==> src/sphd_fifo.sv <==
// ----------------------------------------------------------------------------
// Spectral peak hold queue
// Small register queue that decouples two pipeline sections.
// ----------------------------------------------------------------------------
module sphd_fifo #(
  parameter int WIDTH = 8,
  parameter int DEPTH = 2
) (
  input  logic             clk_i,
  input  logic             rst_ni,
  input  logic             push_i,
  input  logic [WIDTH-1:0] data_i,
  output logic             ready_o,
  input  logic             pop_i,
  output logic             valid_o,
  output logic [WIDTH-1:0] data_o
);
  localparam int PtrW = (DEPTH > 1) ? $clog2(DEPTH) : 1;
  localparam int CntW = $clog2(DEPTH + 1);

  logic [WIDTH-1:0] store_q [DEPTH];
  logic [PtrW-1:0]  wr_ptr_q, wr_ptr_d, rd_ptr_q, rd_ptr_d;
  logic [CntW-1:0]  count_q, count_d;
  logic             do_push, do_pop;

  assign ready_o = (count_q != CntW'(DEPTH));
  assign valid_o = (count_q != '0);
  assign data_o  = store_q[rd_ptr_q];
  assign do_push = push_i && ready_o;
  assign do_pop  = pop_i && valid_o;

  always_comb begin
    wr_ptr_d = wr_ptr_q;
    rd_ptr_d = rd_ptr_q;
    count_d  = count_q;
    if (do_push) begin
      wr_ptr_d = (wr_ptr_q == PtrW'(DEPTH - 1)) ? '0 : wr_ptr_q + 1'b1;
    end
    if (do_pop) begin
      rd_ptr_d = (rd_ptr_q == PtrW'(DEPTH - 1)) ? '0 : rd_ptr_q + 1'b1;
    end
    if (do_push && !do_pop) begin
      count_d = count_q + 1'b1;
    end else if (do_pop && !do_push) begin
      count_d = count_q - 1'b1;
    end
  end

  always_ff @(posedge clk_i or negedge rst_ni) begin
    if (!rst_ni) begin
      wr_ptr_q <= '0;
      rd_ptr_q <= '0;
      count_q  <= '0;
    end else begin
      wr_ptr_q <= wr_ptr_d;
      rd_ptr_q <= rd_ptr_d;
      count_q  <= count_d;
    end
  end

  always_ff @(posedge clk_i) begin
    if (do_push) begin
      store_q[wr_ptr_q] <= data_i;
    end
  end

endmodule

==> config.mk <==
export PLATFORM = sky130hd
export DESIGN_NAME = sphd_fifo
export DESIGN_NICKNAME = d
export VERILOG_FILES = /design/src/sphd_fifo.sv
export SDC_FILE = /design/constraint.sdc
export NUM_CORES = 1
export LEC_CHECK = 0
export BUFFER_PORTS_ARGS = -buffer_cell sky130_fd_sc_hd__buf_2
export CORE_ASPECT_RATIO = 1.4
export CORE_MARGIN = 1
export CORE_UTILIZATION = 30
export DETAILED_ROUTE_END_ITERATION = 12
export SLEW_MARGIN = 20
export SYNTH_ARGS = -nofsm -noshare
export SYNTH_HDL_FRONTEND = slang
export SYNTH_SLANG_ARGS = --single-unit
==> constraint.sdc <==
create_clock -name clk_i -period 1.3 [get_ports clk_i]
set_input_delay 0.065 -clock clk_i [delete_from_list [all_inputs] [get_ports clk_i]]
set_output_delay 0.065 -clock clk_i [all_outputs]
set_load 0.02 [all_outputs]
==> results of run 1 <==
-- final cells by class --
cell class / count / area, µm² / area share (%)
Clock inverter: 1 / 30.0 / 2.30
Clock buffer: 3 / 22.5 / 1.73
Timing Repair Buffer: 45 / 388 / 29.7
Sequential cell: 20 / 582 / 44.6
Inverter: 1 / 6.26 / 0.479
Multi-Input combinational cell: 21 / 234 / 17.9
Tap cell: 34 / 42.5 / 3.26
-- state kept, by name (all words and copies together) (netlist names) --
| signal | flops |
|---|---|
| wr_ptr_q | 1 |
| rd_ptr_q | 1 |
| store_q | 16 |
| count_q | 2 |
-- metrics by stage --
step	setup TNS (ns)	util [%]	power, µW
after floorplan	-0.0706	-	1650
after global placement	-0.111	40.7	2000
after detailed placement	-0.129	40.7	2020
after CTS	-0.503	52.2	2910
final	-0.581	53.4	2970
after global routing	-1.99	53.4	3140
-- logic make-up after synthesis --
logic type | synth area share [%]
buf+inv | 1.11
fa+ha+maj | 1.59
simple gates | 6.52
flops | 73.8
xor+xnor | 5.57
mux | 11.4
-- cell usage after synthesis (2+ instances only) --
cell,count,share of area [%]
xor2_1,2,2.2
edfxtp_1,16,61
xnor2_1,3,3.3
nor2_1,2,0.95
dfrtp_1,4,13
mux2_2,8,11
-- power by group --
part,switching [µW],internal [µW]
sequential,83.7,899
clock,180,312
combinational,635,862
-- worst max-delay path, stage by stage (launching register included) --
cell and delay [ns]:
dfrtp_2 0.44, buf_6 0.14, mux2_4 0.29, buf_6 0.13
-- per-layer routing --
metal / routed length [µm] / part of all wire [%]
met1: 536 / 40
met2: 764 / 57
met3: 42 / 3.1
met4: 8 / 0.59
met5: 0 / 0
-- final timing paths --
path / slack [ns] / startpoint / cells after the start / to
setup / recovery: -0.06 / rd_ptr_q / 3 / data_o[7]
hold / removal: 0.08 / rst_ni / 2 / count_q[0]
setup reg to reg: -0.03 / count_q[1] / 6 / count_q[1]
hold reg to reg: 0.56 / wr_ptr_q / 1 / wr_ptr_q
max in group asynchronous: 1.09 / rst_ni / 2 / rd_ptr_q
min in group clk_i: 0.17 / pop_i / 4 / count_q[0]
-- timing repair --
item,in CTS,in global routing
hold buffers,9,0
endpoints found under the setup margin,17,21
setup buffers,6,1
resized for setup,28,6
cloned,0,0
endpoints found under the hold margin,20,0
pin swaps,8,6
==> metrics, run 1 <==
post-route ant nets 0; GR Layer Usage met1 between 10% and 20%; TritonCTS Buffers 3; clk sink count 20; RSZ-0062 raised after global routing yes; worst-case clock buffer depth 2; HPWL Detailed between 800 and 900 µm; antenna violations before repair 0; # diodes 0; clock insertion delay at the later pin of the skew report roughly 0.3 ns; Final Instance Count excl. Fillers 125; worst slew pin tran 0.175 ns; Cell variety after synth 14; Leak 0.000537 µW; setup slack after layout -0.0647 ns; Die Span Y around 63 µm; cells after synthesis 43; clock-pin slew on the worst setup and hold paths between 0.1 and 0.15 ns; GRT met3 Usage 3.47%; synthesis-stage register bit count 20; via count 508; Core ar. approximately 2400 µm²; fmax 733 MHz; Max-slew headroom between 80% and 90%; layout cells sized above 1 a little over three fifths; most used routing layer met2; violated checks negative setup slack; crit path capture type output pin; IO Port Bufs 21; fin. max-slew vios 0; I/O pins 22; TritonCTS clock tree yes; vias in the first global route around 550; Final setup viols 17; crit path time final between 1 and 1.5 ns; M2 GR Usage between 20% and 30%; Primary FF master, synth edfxtp_1; initial core utilization 32.2%; Max-cap violations 0; YS warnings 0; Site Rows 21; CTS Root Cell clkbuf_4; skew final 0.0121 ns; startpoint types register; Required @ worst endpoint approximately 1.2 ns; pin count of the biggest net entering global routing 13; NumNets Final between 100 and 150; All-Layer GR Usage approximately an eighth; Placement Cell Area ~1000 µm²; First-pass DRT Iterations 4; H-Tree Depth 1; commonest cells after routing, fill and taps aside buf_6 (16), edfxtp_1 (16), buf_2 (13), dlygate4sd3_1 (9); Placed Instances between 100 and 150; placer congestion estimate roughly 0.64; Worst Hold Class input port to asynchronous set/reset pin; post-synthesis area per instance 18.3 µm²; Post-Place Setup Slack -0.0641 ns; Async SR Flop Fraction 20.0%; part of the cycle the worst path needs 105%; final instance area about 1300 µm²; total gr overflow 0; Post-Synthesis Cell Area between 700 and 800 µm²; Hold Vio Cnt, Final 0; EDFF count, synth 16; Detailed Route Iter0 Violations 12; post-synthesis sequential area ratio 73.8%; DIE WIDTH ~45 µm; Die ar. between 2000 and 3000 µm²; peak fanout along the critical path 4; Hold Slack 0.0790 ns; Worst IR Drop VDD 0.00136 V; worst endpoint data arrival time ~1.3 ns; status finished, violations left; DR WL/cell about 11 µm; PD cells about 2300 nW/µm²; Via density around 4; syn nets 56; drc violations 0; crit path kind register to output pin; first-pass GRT wire length 2.34 mm; Post-Route WL 1.35 mm; area grow syn2layout 65.8%; Fillers 212
(Power assumes the default switching activity.)
==> run 2, diff against run 1 <==
- clock period: 1.3 -> 1.15 ns (I/O delays scaled with it)
==> run 2 against run 1 <==
Compared with the run above:
- the run still ends with negative setup slack left
- critical path depth unchanged
- cell count decreased by 2.4%
- worst setup slack got worse by 0.13 ns
- count of clock-buffer cells in the layout unchanged
- combinational power increased by 16%
- register-to-register slack got worse by 0.15 ns
- routed wire length increased by 1.4%
- largest cell class unchanged
==> metrics, run 2 (synthesis gave the netlist of run 1 again) <==
final instance area 1280 µm²; peak fanout along the critical path 5; Hold Slack roughly 0.094 ns; commonest cells after routing, fill and taps aside edfxtp_1 (16), buf_6 (15), buf_2 (12), dlygate4sd3_1 (9), buf_4 (6); Site Rows 21; Sw Share between 30% and 40%; Max-slew headroom 85.7%; # diodes 0; I/O pins 22; H-Tree Depth 1; crit path kind register to output pin; clock insertion delay at the later pin of the skew report approximately 0.29 ns; P_int 2150 µW; skew final around 0.0034 ns; Detailed Route Iter0 Violations 11; drc violations 0; Max-cap violations 0; setup slack after layout -0.194 ns; Final setup viols 27; IO Port Bufs 21; TritonCTS clock tree yes; antenna violations before repair 0; placer congestion estimate ~0.67; vias in the first global route 507; CTS Root Cell clkbuf_4; RSZ-0062 raised after global routing yes; Hold Vio Cnt, Final 0; via count between 400 and 500; clk sink count 20; part of the cycle the worst path needs 117%; total negative slack -2.32 ns; area grow syn2layout 63.0%; initial core utilization approximately 32%; crit path time final roughly 1.3 ns; Placed Instances between 100 and 150; status finished, violations left; Worst IR Drop VDD between 0.001 and 0.0015 V; max FFs per register 16; Worst Hold Class input port to asynchronous set/reset pin; NumNets Final slightly above 100; crit path cell chain buf_6 -> mux2_2 -> buf_6; first-pass GRT wire length roughly 2.2 mm; Logic pwr share roughly 55%; clock share of power about a tenth; Die ar. 2830 µm²; Reg power frac between 30% and 40%; Required @ worst endpoint 1.09 ns; HPWL Detailed 930 µm; Core ar. between 2000 and 2500 µm²; startpoint types register; Buf/Inv on CP 2; Worst Setup SP rd_ptr_q; slowest stage cell, crit path dfrtp_2; critical register-to-register path startpoint count_q[1]; PD cells about 2500 nW/µm²; violated checks negative setup slack; crit path capture type output pin; commonest non-fill, non-tap cell in the layout edfxtp_1; DR WL/cell between 10 and 15 µm; NetSw about 1000 µW; post-route ant nets 0; pin count of the biggest net entering global routing 12; CP delay by family, top flip-flops; fin. max-slew vios 0; Via density between 4 and 5; worst endpoint data arrival time 1.29 ns; Final Instance Count excl. Fillers 122; CP peak stage delay approximately 0.4 ns; Die Span Y 62.6 µm; Largest Register store_q; worst-case clock buffer depth 2; clock-pin slew on the worst setup and hold paths 0.10 ns; worst slew pin tran roughly 0.21 ns; cell mode on critical path buf_6; Largest regs store_q: 16 flops, count_q: 2 flops; All-Layer GR Usage a little over a tenth; total gr overflow 0; layout cells sized above 1 63.6%; TritonCTS Buffers 3; Post-Route WL roughly 1.4 mm; DIE WIDTH about 45 µm; Leak between 0.0005 and 0.0006 µW; Placement Cell Area 1010 µm²; fmax about 740 MHz; First-pass DRT Iterations 2
==> run 2: cell count changes in the layout (fill, tap and decap cells not counted), moves of 2 or more <==
cell / delta
mux2_2: -2
mux2_4: +2
xnor2_1: -2
xnor2_2: +2
==> run 2: worst paths after layout <==
path                                    to  slack [ns]  cells past startpoint
max in group asynchronous         rd_ptr_q        0.92                      2
min in group clk_i                rd_ptr_q        0.14                      4
worst min register to register    wr_ptr_q        0.59                      1
worst max-delay path             data_o[7]       -0.19                      3
worst min-delay path            count_q[0]        0.09                      2
worst max register to register  count_q[1]       -0.18                      6
==> run 2: power by group through the flow <==
stage	Combinational (µW)	Clock, µW	Sequential [µW]
after global routing	1870	359	1140
after detailed placement	1170	0	1180
after global placement	1150	0	1170
final	1740	321	1120
after floorplan	819	0	1110
after CTS	1570	336	1110
==> run 2: area by class of cell <==
class | instances | area (µm²)
Fill cell | 221 | 1160
Clock buffer | 3 | 22.5
Multi-Input combinational cell | 21 | 264
Tap cell | 34 | 42.5
Inverter | 1 | 3.75
Timing Repair Buffer | 42 | 364
Sequential cell | 20 | 582
Clock inverter | 1 | 3.75
==> run 2: routing by layer <==
layer  routed length (µm)  part of all wire, %  GRT usage [%]
met1                  512                   37           13.3
met2                  793                   58           18.1
met3                   52                  3.8           1.73
met4                   12                 0.88           4.55
met5                    0                    0              0
==> run 2: worst register-to-register path, delay by kind of cell (launching register included) <==
family / cells / cell delay [ns]
adder cells (fa/ha/maj): 1 / 0.13
XOR/XNOR: 2 / 0.27
flip-flops: 1 / 0.44
AND/OR/NAND/NOR: 3 / 0.39
==> run 2: stage by stage <==
| stage | utilization, % | total power, µW | setup slack [ns] |
|---|---|---|---|
| global placement | 41.5 | 2310 | -0.148 |
| global route | 52.5 | 3380 | -0.271 |
| finish | 52.5 | 3190 | -0.194 |
| detailed placement | 41.5 | 2340 | -0.179 |
| floorplan | - | 1930 | -0.203 |
| CTS | 50.2 | 3020 | -0.200 |
==> run 2: repair_timing <==
action | 4_1_cts | 5_1_grt
setup buffers | 5 | 2
endpoints found under the hold margin | 20 | 0
resized for setup | 19 | 16
hold buffers | 9 | 0
pin swaps | 6 | 3
endpoints found under the setup margin | 28 | 29
